`src/rtl/core/mx_pkg.sv`:
```
`default_nettype none

package mx_pkg;

    localparam int FIELD_W  = 31;
    localparam int EXP_BITS = 31;
    localparam int MOD_BITS = 31;
    localparam int STEP_W   = 4;
    localparam int CNT_W    = $clog2(EXP_BITS + 1);
    localparam int MCNT_W   = $clog2(FIELD_W + 1);
    localparam int CFG_IDX_W = 1;

    typedef enum logic [CFG_IDX_W-1:0] {
        REG_EXPONENT = 1'b0,
        REG_MODULUS  = 1'b1
    } cfg_reg_t;

    typedef enum logic [2:0] {
        JMP_NONE,
        JMP_ALWAYS,
        JMP_IDLE,
        JMP_MUL_BUSY,
        JMP_BIT_CLR,
        JMP_MORE_BITS
    } jmp_cond_t;

    typedef enum logic [1:0] {
        OP_REDUCE,
        OP_ACC_POW,
        OP_POW_POW
    } mul_op_t;

    typedef struct packed {
        jmp_cond_t          cond;
        logic [STEP_W-1:0]  target;
        logic               load;
        logic               mul_go;
        mul_op_t            op;
        logic               wb;
        logic               shift;
        logic               done;
    } ctrl_word_t;

    typedef struct packed {
        logic start;
        logic mul_busy;
        logic exp_bit;
        logic more_bits;
    } seq_flags_t;

    localparam logic [STEP_W-1:0] S_IDLE     = 4'd0;
    localparam logic [STEP_W-1:0] S_RED_GO   = 4'd1;
    localparam logic [STEP_W-1:0] S_RED_WAIT = 4'd2;
    localparam logic [STEP_W-1:0] S_TEST     = 4'd3;
    localparam logic [STEP_W-1:0] S_MUL_GO   = 4'd4;
    localparam logic [STEP_W-1:0] S_MUL_WAIT = 4'd5;
    localparam logic [STEP_W-1:0] S_SQR_GO   = 4'd6;
    localparam logic [STEP_W-1:0] S_SQR_WAIT = 4'd7;
    localparam logic [STEP_W-1:0] S_NEXT     = 4'd8;
    localparam logic [STEP_W-1:0] S_DONE     = 4'd9;

    // Microprogram: reduce the base, then per exponent bit an optional
    // multiply into the accumulator followed by a squaring of the power.
    function automatic ctrl_word_t ucode_rom(input logic [STEP_W-1:0] step);
        ctrl_word_t w;
        w = '{cond: JMP_NONE, target: S_IDLE, load: 1'b0, mul_go: 1'b0,
              op: OP_REDUCE, wb: 1'b0, shift: 1'b0, done: 1'b0};
        case (step)
            S_IDLE:
            begin
                w.cond   = JMP_IDLE;
                w.target = S_IDLE;
                w.load   = 1'b1;
            end
            S_RED_GO:
            begin
                w.mul_go = 1'b1;
                w.op     = OP_REDUCE;
            end
            S_RED_WAIT:
            begin
                w.cond   = JMP_MUL_BUSY;
                w.target = S_RED_WAIT;
                w.op     = OP_REDUCE;
                w.wb     = 1'b1;
            end
            S_TEST:
            begin
                w.cond   = JMP_BIT_CLR;
                w.target = S_SQR_GO;
            end
            S_MUL_GO:
            begin
                w.mul_go = 1'b1;
                w.op     = OP_ACC_POW;
            end
            S_MUL_WAIT:
            begin
                w.cond   = JMP_MUL_BUSY;
                w.target = S_MUL_WAIT;
                w.op     = OP_ACC_POW;
                w.wb     = 1'b1;
            end
            S_SQR_GO:
            begin
                w.mul_go = 1'b1;
                w.op     = OP_POW_POW;
            end
            S_SQR_WAIT:
            begin
                w.cond   = JMP_MUL_BUSY;
                w.target = S_SQR_WAIT;
                w.op     = OP_POW_POW;
                w.wb     = 1'b1;
            end
            S_NEXT:
            begin
                w.cond   = JMP_MORE_BITS;
                w.target = S_TEST;
                w.shift  = 1'b1;
            end
            S_DONE:
            begin
                w.cond   = JMP_ALWAYS;
                w.target = S_IDLE;
                w.done   = 1'b1;
            end
            default:
            begin
                w.cond   = JMP_ALWAYS;
                w.target = S_IDLE;
            end
        endcase
        return w;
    endfunction

endpackage

`default_nettype wire

```
`src/rtl/core/mx_mulmod.sv`:
```
`default_nettype none

module mx_mulmod (
    input  wire logic                         clk,
    input  wire logic                         rst_n,
    input  wire logic                         go,
    input  wire logic [mx_pkg::MOD_BITS-1:0]  a,
    input  wire logic [mx_pkg::FIELD_W-1:0]   b,
    input  wire logic [mx_pkg::MOD_BITS:0]    m,
    output logic                              busy,
    output logic [mx_pkg::MOD_BITS-1:0]       prod
);
    import mx_pkg::*;

    localparam int PW = MOD_BITS + 2;

    logic [MCNT_W-1:0]   cnt_reg, cnt_next;
    logic [MOD_BITS-1:0] acc_reg, acc_next;
    logic [MOD_BITS-1:0] a_reg, a_next;
    logic [FIELD_W-1:0]  b_reg, b_next;
    logic [PW-1:0]       mm, t1, t1r, t2, t2r;

    // Interleaved reduction: acc = (2*acc + bit*a) mod m, multiplier MSB first
    always_comb
    begin
        mm  = {1'b0, m};
        t1  = {1'b0, acc_reg, 1'b0};
        t1r = (t1 >= mm) ? (t1 - mm) : t1;
        t2  = t1r + (b_reg[FIELD_W-1] ? {2'b00, a_reg} : {PW{1'b0}});
        t2r = (t2 >= mm) ? (t2 - mm) : t2;
    end

    always_comb
    begin
        cnt_next = cnt_reg;
        acc_next = acc_reg;
        a_next   = a_reg;
        b_next   = b_reg;
        if (go)
        begin
            cnt_next = MCNT_W'(FIELD_W);
            acc_next = '0;
            a_next   = a;
            b_next   = b;
        end
        else if (busy)
        begin
            cnt_next = cnt_reg - 1'b1;
            acc_next = t2r[MOD_BITS-1:0];
            b_next   = {b_reg[FIELD_W-2:0], 1'b0};
        end
    end

    always_ff @(posedge clk or negedge rst_n)
    begin
        if (!rst_n)
        begin
            cnt_reg <= '0;
        end
        else
        begin
            cnt_reg <= cnt_next;
        end
    end

    always_ff @(posedge clk)
    begin
        acc_reg <= acc_next;
        a_reg   <= a_next;
        b_reg   <= b_next;
    end

    assign busy = (cnt_reg != '0);
    assign prod = acc_reg;

endmodule

`default_nettype wire

```
`src/rtl/core/mx_seq.sv`:
```
`default_nettype none

module mx_seq (
    input  wire logic                clk,
    input  wire logic                rst_n,
    input  wire mx_pkg::seq_flags_t  flags,
    output mx_pkg::ctrl_word_t       ctrl,
    output logic                     busy
);
    import mx_pkg::*;

    logic [STEP_W-1:0] step_reg, step_next;
    logic              taken;

    assign ctrl = ucode_rom(step_reg);

    always_comb
    begin
        case (ctrl.cond)
            JMP_NONE:      taken = 1'b0;
            JMP_ALWAYS:    taken = 1'b1;
            JMP_IDLE:      taken = !flags.start;
            JMP_MUL_BUSY:  taken = flags.mul_busy;
            JMP_BIT_CLR:   taken = !flags.exp_bit;
            JMP_MORE_BITS: taken = flags.more_bits;
            default:       taken = 1'b1;
        endcase
        step_next = taken ? ctrl.target : (step_reg + 1'b1);
    end

    always_ff @(posedge clk or negedge rst_n)
    begin
        if (!rst_n)
        begin
            step_reg <= S_IDLE;
        end
        else
        begin
            step_reg <= step_next;
        end
    end

    assign busy = (step_reg != S_IDLE);

endmodule

`default_nettype wire

```
`src/rtl/core/modular_exponentiation.sv`:
```
`default_nettype none

// Modular exponentiation: power_result = base_value ^ exponent mod modulus.
// Configure exponent (index 0) and modulus (index 1) through cfg_we,
// cfg_index and cfg_data while busy is low; a write takes effect at once.
// Start an item by raising start with base_value while busy is low; the
// transfer happens at that edge and busy rises on the next cycle.
// The result is shown on power_result for exactly one cycle with done high;
// the receiver cannot stall, so it must take it then.
// After the transfer edge, the base is reduced once, then each of the 31
// exponent bits costs a squaring plus two sequencer steps and a set bit
// adds one multiplication; every modular multiplication runs on the shared
// bit-serial multiplier (31 shift-add-reduce steps), and a final step
// registers the result. One item at a time; the next item may transfer in
// the cycle done is high.
// An exponent of zero gives 1; a modulus of zero acts as 2^31.
// Reset returns the sequencer to idle, clears done and sets the exponent to
// 0 and the modulus to 1.
module modular_exponentiation (
    input  wire logic                           clk,
    input  wire logic                           rst_n,
    input  wire logic                           start,
    output logic                                busy,
    input  wire logic [mx_pkg::FIELD_W-1:0]     base_value,
    output logic                                done,
    output logic [mx_pkg::FIELD_W-1:0]          power_result,
    input  wire logic                           cfg_we,
    input  wire logic [mx_pkg::CFG_IDX_W-1:0]   cfg_index,
    input  wire logic [mx_pkg::FIELD_W-1:0]     cfg_data
);
    import mx_pkg::*;

    ctrl_word_t          ctrl;
    seq_flags_t          flags;
    logic                seq_busy;

    logic [FIELD_W-1:0]  exponent_reg;
    logic [FIELD_W-1:0]  modulus_reg;
    logic [FIELD_W-1:0]  exp_reg, exp_next;
    logic [CNT_W-1:0]    bit_cnt_reg, bit_cnt_next;
    logic [MOD_BITS-1:0] acc_reg, acc_next;
    logic [FIELD_W-1:0]  pow_reg, pow_next;
    logic                done_reg;
    logic [FIELD_W-1:0]  result_reg;

    logic [MOD_BITS:0]   mod_eff;
    logic [MOD_BITS-1:0] mul_a;
    logic                mul_busy;
    logic [MOD_BITS-1:0] mul_prod;

    mx_seq u_seq (
        .clk   (clk),
        .rst_n (rst_n),
        .flags (flags),
        .ctrl  (ctrl),
        .busy  (seq_busy)
    );

    mx_mulmod u_mulmod (
        .clk   (clk),
        .rst_n (rst_n),
        .go    (ctrl.mul_go),
        .a     (mul_a),
        .b     (pow_reg),
        .m     (mod_eff),
        .busy  (mul_busy),
        .prod  (mul_prod)
    );

    // A zero modulus wraps to 2^MOD_BITS
    always_comb
    begin
        if (modulus_reg[MOD_BITS-1:0] == '0)
        begin
            mod_eff = {1'b1, {MOD_BITS{1'b0}}};
        end
        else
        begin
            mod_eff = {1'b0, modulus_reg[MOD_BITS-1:0]};
        end
    end

    always_comb
    begin
        case (ctrl.op)
            OP_REDUCE:  mul_a = MOD_BITS'(1);
            OP_ACC_POW: mul_a = acc_reg;
            OP_POW_POW: mul_a = pow_reg[MOD_BITS-1:0];
            default:    mul_a = acc_reg;
        endcase
    end

    always_comb
    begin
        flags.start     = start;
        flags.mul_busy  = mul_busy;
        flags.exp_bit   = exp_reg[0];
        flags.more_bits = (bit_cnt_reg != CNT_W'(1));
    end

    always_comb
    begin
        exp_next     = exp_reg;
        bit_cnt_next = bit_cnt_reg;
        acc_next     = acc_reg;
        pow_next     = pow_reg;
        if (ctrl.load && start)
        begin
            exp_next     = exponent_reg;
            bit_cnt_next = CNT_W'(EXP_BITS);
            acc_next     = MOD_BITS'(1);
            pow_next     = base_value;
        end
        if (ctrl.wb && !mul_busy)
        begin
            case (ctrl.op)
                OP_ACC_POW: acc_next = mul_prod;
                OP_REDUCE:  pow_next = FIELD_W'(mul_prod);
                OP_POW_POW: pow_next = FIELD_W'(mul_prod);
                default:    pow_next = pow_reg;
            endcase
        end
        if (ctrl.shift)
        begin
            exp_next     = exp_reg >> 1;
            bit_cnt_next = bit_cnt_reg - 1'b1;
        end
    end

    always_ff @(posedge clk or negedge rst_n)
    begin
        if (!rst_n)
        begin
            exponent_reg <= '0;
            modulus_reg  <= FIELD_W'(1);
            done_reg     <= 1'b0;
        end
        else
        begin
            if (cfg_we)
            begin
                case (cfg_index)
                    REG_EXPONENT: exponent_reg <= cfg_data;
                    REG_MODULUS:  modulus_reg  <= cfg_data;
                    default:      exponent_reg <= exponent_reg;
                endcase
            end
            done_reg <= ctrl.done;
        end
    end

    always_ff @(posedge clk)
    begin
        exp_reg     <= exp_next;
        bit_cnt_reg <= bit_cnt_next;
        acc_reg     <= acc_next;
        pow_reg     <= pow_next;
        if (ctrl.done)
        begin
            result_reg <= FIELD_W'(acc_reg);
        end
    end

    assign busy         = seq_busy;
    assign done         = done_reg;
    assign power_result = result_reg;

`ifndef SYNTHESIS
    a_done_idle: assert property (@(posedge clk) disable iff (!rst_n)
        done |-> !busy)
        else $error("result strobe while an item is in progress");

    a_start_busy: assert property (@(posedge clk) disable iff (!rst_n)
        (start && !busy) |=> busy)
        else $error("accepted item did not start the sequencer");

    a_mul_in_item: assert property (@(posedge clk) disable iff (!rst_n)
        mul_busy |-> busy)
        else $error("multiplier running outside an item");
`endif

endmodule

`default_nettype wire
```
`config.mk`:
```
export PLATFORM = sky130hd
export DESIGN_NAME = modular_exponentiation
export DESIGN_NICKNAME = d
export VERILOG_FILES = /design/src/rtl/core/mx_pkg.sv /design/src/rtl/core/mx_mulmod.sv /design/src/rtl/core/mx_seq.sv /design/src/rtl/core/modular_exponentiation.sv
export SDC_FILE = /design/constraint.sdc
export NUM_CORES = 1
export LEC_CHECK = 0
export CORE_MARGIN = 5
export CORE_UTILIZATION = 49
export CTS_CLUSTER_DIAMETER = 30
export DETAILED_ROUTE_END_ITERATION = 8
export DONT_BUFFER_PORTS = 1
export RECOVER_POWER = 100
export SYNTH_ARGS = -nofsm -noshare
export SYNTH_HDL_FRONTEND = slang
export SYNTH_SLANG_ARGS = --single-unit
```
`constraint.sdc`:
```
create_clock -name clk -period 8 [get_ports clk]
set_input_delay 0 -clock clk [delete_from_list [all_inputs] [get_ports clk]]
set_output_delay 0 -clock clk [all_outputs]
set_load 0.05 [all_outputs]
```
* Word level (Yosys, flattened, before mapping) *
Cells that the tools add are included.

cells by class
  add/sub/neg operators = 6
  magnitude comparators = 2
  equal/unequal tests = 17
  mux-type cells = 28
  bitwise logic cells = 1
  reductions and logical operators = 20

operators by type and width
  cell                                                   count
  2-to-1 mux 31 bit                                      9
  case mux 31 bit (2 select lines)                       2
  2-to-1 mux 30 bit                                      2
  case mux 7 bit (7 select lines)                        1
  adder 33 x 31 -> 33 bit                                1
  >= comparator 33 x 32 -> 1 bit                         1
  2-to-1 mux 33 bit                                      1
  subtractor 32 x 32 -> 33 bit                           1
  >= comparator 32 bit                                   1
  2-to-1 mux 32 bit                                      1
  zero test 31 bit                                       1
  subtractor 31 bit                                      1
  2-to-1 mux 5 bit                                       4
  equality test 4 x 3 -> 1 bit, second input constant    4
  subtractor 5 x 1 -> 5 bit, second input constant       2
  equality test 4 x 2 -> 1 bit, second input constant    2
  equality test 4 bit, second input constant             2
  equality test 3 x 2 -> 1 bit, second input constant    2
  equality test 3 bit, second input constant             2
  OR reduction 2 bit                                     3
  OR reduction 3 bit                                     2
  2-to-1 mux 1 bit                                       5
  inequality test 5 x 1 -> 1 bit, second input constant  1
  case mux 1 bit (5 select lines)                        1
  other kinds (17)                                       22

storage, ports and cells
  register bits after elaboration = 294
  input port bits = 67
  output and inout bits = 33
  word-level logic and storage cells = 88

* Logic depth before layout (Yosys ltp) *
Gate-level depths: netlist of run 1.

  depth in word-level cells = 7
  depth in mapped cells = 37
  gate-level depth less buffers = 33

* Hierarchy *
Synthesis of run 1 repeated with hierarchy kept, for this count alone.

unflattened totals
  cells, all modules = 1739
  area, all modules = 17902.2 um^2

modules (own cells, without submodules)
  module                  times used  cells an instance  area an instance (um^2)  seq. area each (um^2)
  mx_mulmod               1           1071               9369.0                   2607.5
  modular_exponentiation  1           608                7998.9                   5131.2
  mx_seq                  1           60                 534.3                    100.1

* Least setup slack after synthesis of run 1 *
No wires, ideal clock.

  path kind = reg2reg
  start point = register modulus_reg[8]
  end point = register u_mulmod.acc_reg[10], in the netlist u_mulmod.prod[10]
  library setup time = 0.132 ns
  data arrival time = 7.002 ns
  data required time = 7.868 ns
  path slack = 0.866 ns
  cell stages (with the launch flop) = 33
  path buffers = 3
  period minus slack after synthesis = 7.134 ns
  cells stage by stage = dfrtp_1 > nor4_1 > and4_1 > nand4_1 > ha_1 > nand3_1 > nor2_1 > nand2_1 > o311ai_0 > o21bai_1 > clkbuf_1 > a21oi_1 > ha_1 > o21ai_0 > a211o_1 > a211oi_1 > nor2_1 > or2_2 > or3_1 > and3_1 > xnor2_1 > ha_1 > a21o_1 > a21o_1 > a21o_1 > a211oi_1 > o21ai_0 > a311o_1 > or3_1 > buf_6 > buf_6 > mux2i_1 > a21oi_1

between the ends
  longest elaborated chain between the ends = 7
  elaborated cells between the ends (all ways) = 9
  classes of those cells = add/sub: 3; order compare: 2; mux: 3; reduce/logical: 1

ends and longest elaborated chain
  item                                                                         line                           RTL
  start: declaration                                                           modular_exponentiation.sv:38   logic [FIELD_W-1:0] modulus_reg;
  start signal: assignment                                                     modular_exponentiation.sv:144  REG_MODULUS: modulus_reg <= cfg_data;
  zero test 31 bit                                                             modular_exponentiation.sv:73   if (modulus_reg[MOD_BITS-1:0] == '0)
  2-to-1 mux 32 bit *                                                          modular_exponentiation.sv:73
  subtractor 32 x 32 -> 33 bit / >= comparator 32 bit (equally long branches)  mx_mulmod.sv:28                t1r = (t1 >= mm) ? (t1 - mm) : t1;
  2-to-1 mux 33 bit                                                            mx_mulmod.sv:28
  adder 33 x 31 -> 33 bit                                                      mx_mulmod.sv:29                t2 = t1r + (b_reg[FIELD_W-1] ? {2'b00, a_reg} : {PW{1'b0}});
  subtractor 31 bit / >= comparator 33 x 32 -> 1 bit (equally long branches)   mx_mulmod.sv:30                t2r = (t2 >= mm) ? (t2 - mm) : t2;
  2-to-1 mux 31 bit *                                                          mx_mulmod.sv:30
  end signal: assignment                                                       mx_mulmod.sv:68                acc_reg <= acc_next;
  end: declaration                                                             mx_mulmod.sv:18                logic [MOD_BITS-1:0] acc_reg, acc_next;

Mark *: on every way between the ends. The rest lies on a longest branch, timed or not.
A chain may end at the register's enable or synchronous reset.

* Worst setup path after layout of run 1 *
  start point = register modulus_reg[3]
  end point = register u_mulmod.acc_reg[24], in the netlist u_mulmod.prod[24]

Same word-level chain as after synthesis.

==> results of run 1 <==
cell families after synthesis:
logic type	after synthesis	share of synthesized area, %
and+or+nand+nor	659	16.9
muxes	118	7.24
xor gates and xnor gates	83	4.18
DFF	294	45.0
AOI/OAI and AO/OA	427	15.6
buffers and inverters	143	3.32
adders and majority gates	106	7.75
final timing paths:
check	start	end	slack, ns	depth (start not counted)
max	modulus_reg[3]$_DFFE_PN0P_	u_mulmod.prod[24]$_SDFFE_PN0P_	0.32	35
min	cfg_data[9]	exponent_reg[9]$_DFFE_PN0P_	0.14	2
max reg2reg	modulus_reg[3]$_DFFE_PN0P_	u_mulmod.prod[24]$_SDFFE_PN0P_	0.32	35
min reg2reg	acc_reg[3]$_DFF_P_	power_result[3]$_DFFE_PP_	0.47	0
max in group asynchronous	rst_n	modulus_reg[28]$_DFFE_PN0P_	3.96	4
min in group asynchronous	rst_n	modulus_reg[27]$_DFFE_PN0P_	1.62	3
stage by stage:
step / hold WS (ns) / setup WS (ns) / setup TNS [ns] / cells / util (%)
global placement: -0.292 / 0.160 / 0 / 2268 / 51.3
floorplan: -0.296 / 0.866 / 0 / 1830 / -
global route: 0.134 / -0.0560 / -0.0966 / 2463 / 59.7
finish: 0.143 / 0.315 / 0 / 2463 / 59.7
CTS: 0.120 / 0.00534 / 0 / 2460 / 59.6
detailed placement: -0.292 / -0.0532 / -0.108 / 2268 / 51.3
worst max-delay path: cells and delay by family, from the launching register on:
kind / cells / cell delay, ns
xor gates and xnor gates: 1 / 0.31
adders and majority gates: 3 / 0.97
DFF: 1 / 0.39
muxes: 1 / 0.21
AOI/OAI and AO/OA: 18 / 3.89
and+or+nand+nor: 6 / 0.91
buffers and inverters: 6 / 0.86
what timing repair did:
item                                    in CTS  in global routing
gates cloned                                 0                  0
buffers inserted                             0                  3
pin swaps                                    0                  8
hold endpoints to repair                   174                  0
hold buffers                                77                  0
endpoints found under the setup margin      26                 31
resized for setup                            1                 22
final cells by class:
cell class / count / area [µm²]
clock buffer: 76 / 1660
clock inverter: 39 / 457
inverter: 65 / 244
tap: 461 / 577
timing repair buffer: 135 / 1180
multi-input combinational: 1393 / 9130
fill: 3010 / 14200
sequential: 294 / 7840
routing by layer:
layer | vias up | share of wire (%) | GRT usage (%)
met5 | - | 0 | 0
met1 | 6982 | 43 | 32.6
li1 | 6863 | - | -
met2 | 352 | 50 | 42.3
met4 | 0 | 3.3 | 9.50
met3 | 91 | 3.7 | 3.32
layout by cell type (no fill, tap or decap), types with 21 or more instances in the layout:
master / instances
nand2_1: 336
edfxtp_1: 159
a21oi_1: 140
nor2_1: 111
ha_1: 100
o21ai_0: 93
dlygate4sd3_1: 76
dfrtp_1: 71
inv_1: 65
mux2_2: 63
dfxtp_1: 63
clkbuf_16: 62
mux2i_1: 54
nand3_1: 52
xnor2_1: 47
buf_4: 45
a21o_1: 36
and2_1: 35
xor2_1: 34
a22o_1: 30
a211oi_1: 23
nor3_1: 21
==> flow_summary.yaml, run 1 <==
outcome:
  outcome: "finished with violations"
  violations: "capacitance limit, slew limit"
routing:
  drt_iter0_markers: 1028
  firstDrtPassIters: 5
  via_per_inst: 5.80
  drc: 0
  ant_nets: 0
  via_count: 14300
  wl_mm: 49.3
  wire_per_inst_um: 20.0
clock_network:
  insertion_delay_ns: 0.60
  cts_tree: "done"
  ctsRootBufferMaster: "clkbuf_16"
  cts.clk_slew.worst_paths_ns: 0.05
  cts_htree_levels: 2
  cts.sinks: 294
  clk_path_buf_depth: 3
  numCtsBuffers: 61
sta:
  finalCritPeriodShare_pct: 96.1
  hold_viol: 0
  fin_worst_skew_ns: 0.0205
  slew-limit-headroom_pct: -156
  max_freq_ghz: 0.130
  finalSetupViolCount: 0
  slew_violations: 486
  period_minus_slack_ns: 7.68
  worst_slew_pin_slew_ns: 3.84
synth:
  syn_area_um2: 17400
  syn_area_per_cell_um2: 9.51
  async_flop_share_pct: 24.5
  yosys-top-cells-area: "edfxtp_1 27%, dfrtp_1 10%, ha_1 7.4%, dfxtp_1 7.2%, nand2_1 7.2%"
  yosysMostFrequentCell: "nand2_1"
  synth_top_area_cell: "edfxtp_1"
  synth_top_area_share_pct: 27.4
  synth_warnings: 0
  ys_ff_latch: 294
  synth_ff_type: "edfxtp_1"
  ys_types: 72
  ys_seq_area_share_pct: 45.0
  syn_inst: 1830
  ys_top_cells_by_count: "336 x nand2_1, 159 x edfxtp_1, 141 x a21oi_1"
  synth_edf_count: 159
  syn_nets: 2003
die:
  fp.dieH_um: 198
  start_util_pct: 49.3
  fp.dieW_um: 198
  coreArea_um2: 35300
  rows: 69
  die_area_um2: 39400
  ioPinCount: 100
setup_path:
  cp.arrival_ns: 8.13
  crit_required_ns: 8.45
  cp-start-kind: "flip-flop"
  endpoint_kind: "flip-flop"
  worstSetupPathType: "reg -> reg"
  slowest_delay_ns: 0.40
  crit_slowest_cell: "ha_2"
  path_common_cell: "buf_4"
  crit_fanout: 15
cells_and_area:
  finalInstanceArea_um2: 21100
  n_antenna_cell: 0
  nets: 2123
  area_growth_pct: 21.2
  drive_above_1_share_pct: 12.5
worst_hold_path:
  hp-class: "in -> reg"
placement:
  gp_congestion: 0.956
  port_buffers: 0
  dp.final_hpwl_mm: 35.3
  place_area_um2: 18100
global_routing:
  grt_pass1_vias: 14100
  grtUsageTotal_pct: 24.9
  antenna_found_initial: 0
  grt-ovfl-total: 0
  grt_pass1_wl_mm: 77.7
  grt_max_degree: 73
job:
  drv_cap: 12
Power of run 1 is left out: the tool's default activity adds up to more than one toggle a clock period on the data nets, which glitch-free logic cannot reach.
==> run 2, diff against run 1 <==
--- a/config.mk
+++ b/config.mk
@@ -13,4 +13,5 @@
 export RECOVER_POWER = 100
 export SYNTH_ARGS = -nofsm -noshare
 export SYNTH_HDL_FRONTEND = slang
+export SYNTH_HIERARCHICAL = 1
 export SYNTH_SLANG_ARGS = --single-unit
==> run 2 against run 1 <==
- the run still ends with capacitance limit, slew limit left
- area after synthesis rose by 2.8%
- core utilization rose by 0.37 points
- non-clock buffer count rose by 9
==> flow_summary.yaml, run 2 <==
cells_and_area:
  most-common-layout-cells: "159 x edfxtp_1, 151 x nand2_1, 133 x mux2_2, 106 x nor2_1"
  layout_commonest_cell: "edfxtp_1"
  instances_no_fill: 2374
  area_growth_pct: 22.1
  nets: 2021
  fillers: 2979
  n_antenna_cell: 0
  drive_above_1_share_pct: 19.9
  finalInstanceArea_um2: 21800
sta:
  max_freq_ghz: 0.131
  hold_viol: 0
  setup_ws_ns: 0.353
  timing.hold.ws_ns: 0.0273
  slew-limit-headroom_pct: -166
  worst_slew_pin_slew_ns: 4.00
  finalSetupViolCount: 0
  slew_violations: 516
  finalCritPeriodShare_pct: 95.6
  period_minus_slack_ns: 7.65
  fin_worst_skew_ns: 0.0210
clock_network:
  cts.sinks: 294
  cts_tree: "done"
  ctsRootBufferMaster: "clkbuf_16"
  clk_path_buf_depth: 3
  insertion_delay_ns: 0.57
  numCtsBuffers: 73
  cts_htree_levels: 3
  cts.clk_slew.worst_paths_ns: 0.05
setup_path:
  cp-start-kind: "flip-flop"
  endpoint_kind: "flip-flop"
  cp.arrival_ns: 8.08
  crit_fanout: 14
  crit_required_ns: 8.43
  worstSetupPathType: "reg -> reg"
  slowest_delay_ns: 0.42
  crit_slowest_cell: "a211oi_1"
global_routing:
  grt_pass1_vias: 13700
  grtUsageTotal_pct: 23.3
  antenna_found_initial: 0
  grt_pass1_wl_mm: 75.5
  grt-ovfl-total: 0
  grt_max_degree: 64
routing:
  drt_iter0_markers: 832
  ant_nets: 0
  firstDrtPassIters: 7
  wire_per_inst_um: 20.2
  wl_mm: 48.0
  drc: 0
  via_per_inst: 5.66
  via_count: 13400
placement:
  place_area_um2: 18400
  port_buffers: 0
  dp.final_hpwl_mm: 34.2
  gp_congestion: 0.926
  dp_worst_setup_slack_ns: -0.262
  dp.cells: 2157
synth:
  syn_inst: 1736
  syn_area_per_cell_um2: 10.3
  syn_area_um2: 17900
  syn_nets: 1909
  synth_warnings: 6
job:
  drv_cap: 12
worst_hold_path:
  hp-class: "in -> reg"
die:
  coreArea_um2: 36300
  start_util_pct: 49.2
  fp.dieW_um: 201
  fp.dieH_um: 201
  die_area_um2: 40400
  rows: 70
  ioPinCount: 100
outcome:
  violations: "capacitance limit, slew limit"
  outcome: "finished with violations"
==> run 2: worst max-delay path: cells and delay by family, from the launching register on <==
kind | cells | cell delay, ns
AOI/OAI and AO/OA | 11 | 2.48
and+or+nand+nor | 13 | 2.23
buffers and inverters | 7 | 0.99
muxes | 1 | 0.27
xor gates and xnor gates | 1 | 0.11
adders and majority gates | 3 | 1.03
DFF | 1 | 0.37
==> run 2: layout make-up <==
class                      instances  area (µm²)  area share (%)
sequential                       294        7840            35.9
clock buffer                      90        1980            9.08
tap                              468         586            2.68
inverter                          77         289            1.32
multi-input combinational       1258        9400            43.0
timing repair buffer             144        1260            5.76
clock inverter                    43         490            2.25
==> run 2: path summary, 6_finish.rpt <==
| kind | start | to | slack [ns] | cells past startpoint |
|---|---|---|---|---|
| worst max-delay path | modulus_reg[26]$_DFFE_PN0P_ | u_mulmod/prod[21]$_SDFFE_PP0P_ | 0.35 | 36 |
| worst min-delay path | cfg_we | modulus_reg[25]$_DFFE_PN0P_ | 0.03 | 3 |
| worst max register to register | modulus_reg[26]$_DFFE_PN0P_ | u_mulmod/prod[21]$_SDFFE_PP0P_ | 0.35 | 36 |
| worst min register to register | acc_reg[3]$_DFF_P_ | power_result[3]$_DFFE_PP_ | 0.46 | 0 |
| max in group asynchronous | rst_n | exponent_reg[27]$_DFFE_PN0P_ | 3.89 | 4 |
| min in group asynchronous | rst_n | exponent_reg[28]$_DFFE_PN0P_ | 1.56 | 3 |
==> run 2: stage by stage <==
stage	utilization (%)	TNS, ns
global route	60.1	-0.124
global placement	50.7	-0.294
detailed placement	50.7	-4.27
floorplan	-	0
finish	60.1	0
CTS	59.6	0
==> run 2: timing repair <==
| item | CTS | global route |
|---|---|---|
| buffers inserted | 2 | 9 |
| pin swaps | 1 | 8 |
| endpoints found under the setup margin | 31 | 31 |
| hold buffers | 72 | 0 |
| hold endpoints to repair | 171 | 0 |
| gates cloned | 0 | 1 |
| resized for setup | 2 | 39 |
==> run 2: metal layers <==
| metal | track usage [%] | vias up | wire length (µm) |
|---|---|---|---|
| met1 | 29.3 | 6471 | 20500 |
| li1 | - | 6555 | - |
| met2 | 40.1 | 323 | 23900 |
| met3 | 4.12 | 93 | 2130 |
| met5 | 0 | - | 0 |
| met4 | 9.05 | 0 | 1460 |
Power of run 2 is left out for the same reason.
==> run 3, diff against run 2 <==
--- a/config.mk
+++ b/config.mk
@@ -11,6 +11,7 @@
 export DETAILED_ROUTE_END_ITERATION = 8
 export DONT_BUFFER_PORTS = 1
 export RECOVER_POWER = 100
+export SLEW_MARGIN = 5
 export SYNTH_ARGS = -nofsm -noshare
 export SYNTH_HDL_FRONTEND = slang
 export SYNTH_HIERARCHICAL = 1
==> constraint.sdc (replaced) <==
create_clock -name clk -period 9.4 [get_ports clk]
set_input_delay 0 -clock clk [delete_from_list [all_inputs] [get_ports clk]]
set_output_delay 0 -clock clk [all_outputs]
set_load 0.05 [all_outputs]
==> run 3 against run 2 <==
- the run still ends with capacitance limit, slew limit left
- first-iteration DRC count grew 3.1%
- critical path depth is 5 lower
- final area fell by 2.5%
- via count down 1.4%
- final cell count decreased by 2.7%
- largest cell class unchanged
==> flow_summary.yaml, run 3 (synthesized netlist as in run 2, its figures left out) <==
global_routing:
  grt-ovfl-total: 0
  grt_pass1_vias: 13700
  grt_max_degree: 73
  antenna_found_initial: 1
  grt_pass1_wl_mm: 75.6
  grtUsageTotal_pct: 23.4
cells_and_area:
  register_area_um2: 7840
  final_core_util_pct: 58.6
  area_growth_pct: 19.1
  layout_commonest_cell: "edfxtp_1"
  nets: 1958
  multi_input_comb_area_um2: 9210
  drive_above_1_share_pct: 16.1
  most-common-layout-cells: "159 x edfxtp_1, 151 x nand2_1, 133 x mux2_2, 110 x a21oi_1, 109 x o21ai_0"
  fillers: 3066
setup_path:
  r2r_setup_slack_ns: 0.72
  crit_cells: 31
  endpoint_kind: "flip-flop"
  ff2ff_path_depth: 31
  rr_startpoint: "modulus_reg[20]$_DFFE_PN0P_"
  critPathCapture: "u_mulmod/prod[7]$_SDFFE_PP0P_"
  crit_required_ns: 9.71
  crit_slowest_cell: "o31ai_1"
  worstSetupPathType: "reg -> reg"
  r2r-end: "u_mulmod/prod[7]$_SDFFE_PP0P_"
  critPathTopFamily: "compound AO/OA/AOI/OAI gates"
  cp-start-kind: "flip-flop"
  critPathBufInv: 2
  startpoint: "modulus_reg[20]$_DFFE_PN0P_"
  slowest_delay_ns: 0.52
  cp.arrival_ns: 8.98
  crit_fanout: 37
sta:
  finalCritPeriodShare_pct: 92.3
  setup_tns_ns: 0
  max_freq_ghz: 0.115
  period_minus_slack_ns: 8.68
  slew-limit-headroom_pct: -173
  hold_viol: 0
  rsz0062_at_grt: "false"
  worst_slew_pin_slew_ns: 4.09
  finalSetupViolCount: 0
  fin_worst_skew_ns: 0.0260
  slew_violations: 605
routing:
  wl_mm: 47.7
  wire_per_inst_um: 20.7
  via_per_inst: 5.74
  drc: 0
  firstDrtPassIters: 5
  drt_iter0_markers: 858
  ant_nets: 0
  via_count: 13300
placement:
  gp_congestion: 0.932
  port_buffers: 0
  dp.final_hpwl_mm: 33.8
worst_hold_path:
  hp-class: "in -> reg"
  worstHoldStart: "cfg_index"
clock_network:
  cts.clk_slew.worst_paths_ns: 0.05
  clk_path_buf_depth: 3
  cts_htree_levels: 3
  numCtsBuffers: 72
  insertion_delay_ns: 0.57
  ctsRootBufferMaster: "clkbuf_16"
  cts_tree: "done"
  cts.sinks: 294
die:
  ioPinCount: 100
  fp.dieW_um: 201
  rows: 70
  coreArea_um2: 36300
  die_area_um2: 40400
  start_util_pct: 49.2
  fp.dieH_um: 201
job:
  drv_cap: 13
outcome:
  outcome: "finished with violations"
  violations: "capacitance limit, slew limit"
-- run 3: changes by cell type in the layout (fill, tap and decap cells not counted), sizes merged, moves of 2 or more --
| cell | before | now |
|---|---|---|
| buf | 61 | 6 |
| clkinv | 24 | 13 |
| bufinv | 10 | 17 |
| dlygate4sd3 | 71 | 64 |
| clkinvlp | 4 | 6 |
| inv | 82 | 80 |
-- run 3: timing repair --
action,4_1_cts,5_1_grt
hold buffers,65,0
gates resized for setup,0,0
buffers inserted,0,0
hold endpoints to repair,171,0
-- run 3: how the worst min path moves through the flow --
stage | to | slack (ns) | cells past startpoint
CTS | exponent_reg[29]$_DFFE_PN0P_ | 0.002 | 2
finish | exponent_reg[9]$_DFFE_PN0P_ | 0.02 | 3
global placement | exponent_reg[27]$_DFFE_PN0P_ | -0.29 | 0
detailed placement | exponent_reg[27]$_DFFE_PN0P_ | -0.29 | 0
global route | exponent_reg[4]$_DFFE_PN0P_ | 0.03 | 3
floorplan | done$_DFF_PN0_ | -0.30 | 0
-- run 3: per-stage QoR --
step                      instances  worst slack (ns)  hold slack, ns  instance area (µm²)
final                          2310             0.722          0.0208                21300
after global routing           2310             0.199          0.0300                21300
after CTS                      2309             0.966         0.00182                21400
after detailed placement       2114              1.04          -0.290                18100
after global placement         2114              1.10          -0.290                18100
after floorplan                1736              2.14          -0.296                17900
-- run 3: per-layer routing --
metal	global-route usage [%]	share of wire, %	up-vias
met3	4.41	4.4	110
met4	10.7	4.0	0
met2	40.0	49	306
met1	28.7	43	6413
li1	-	-	6429
met5	0	0	-
-- run 3: cell type report --
type                            instances  share of cell area, %
Antenna cell                            1                 0.0117
Clock buffer                           91                   9.23
Clock inverter                         39                   3.18
Inverter                               77                   1.36
Multi-Input combinational cell       1258                   43.2
Sequential cell                       294                   36.8
Tap cell                              468                   2.75
Timing Repair Buffer                   82                   3.43
-- run 3: worst min-delay path, cell delays in order --
cell,delay (ns)
nor2b_2,0.02
buf_4,0.26
mux2_2,0.28
Power of run 3 is left out for the same reason.
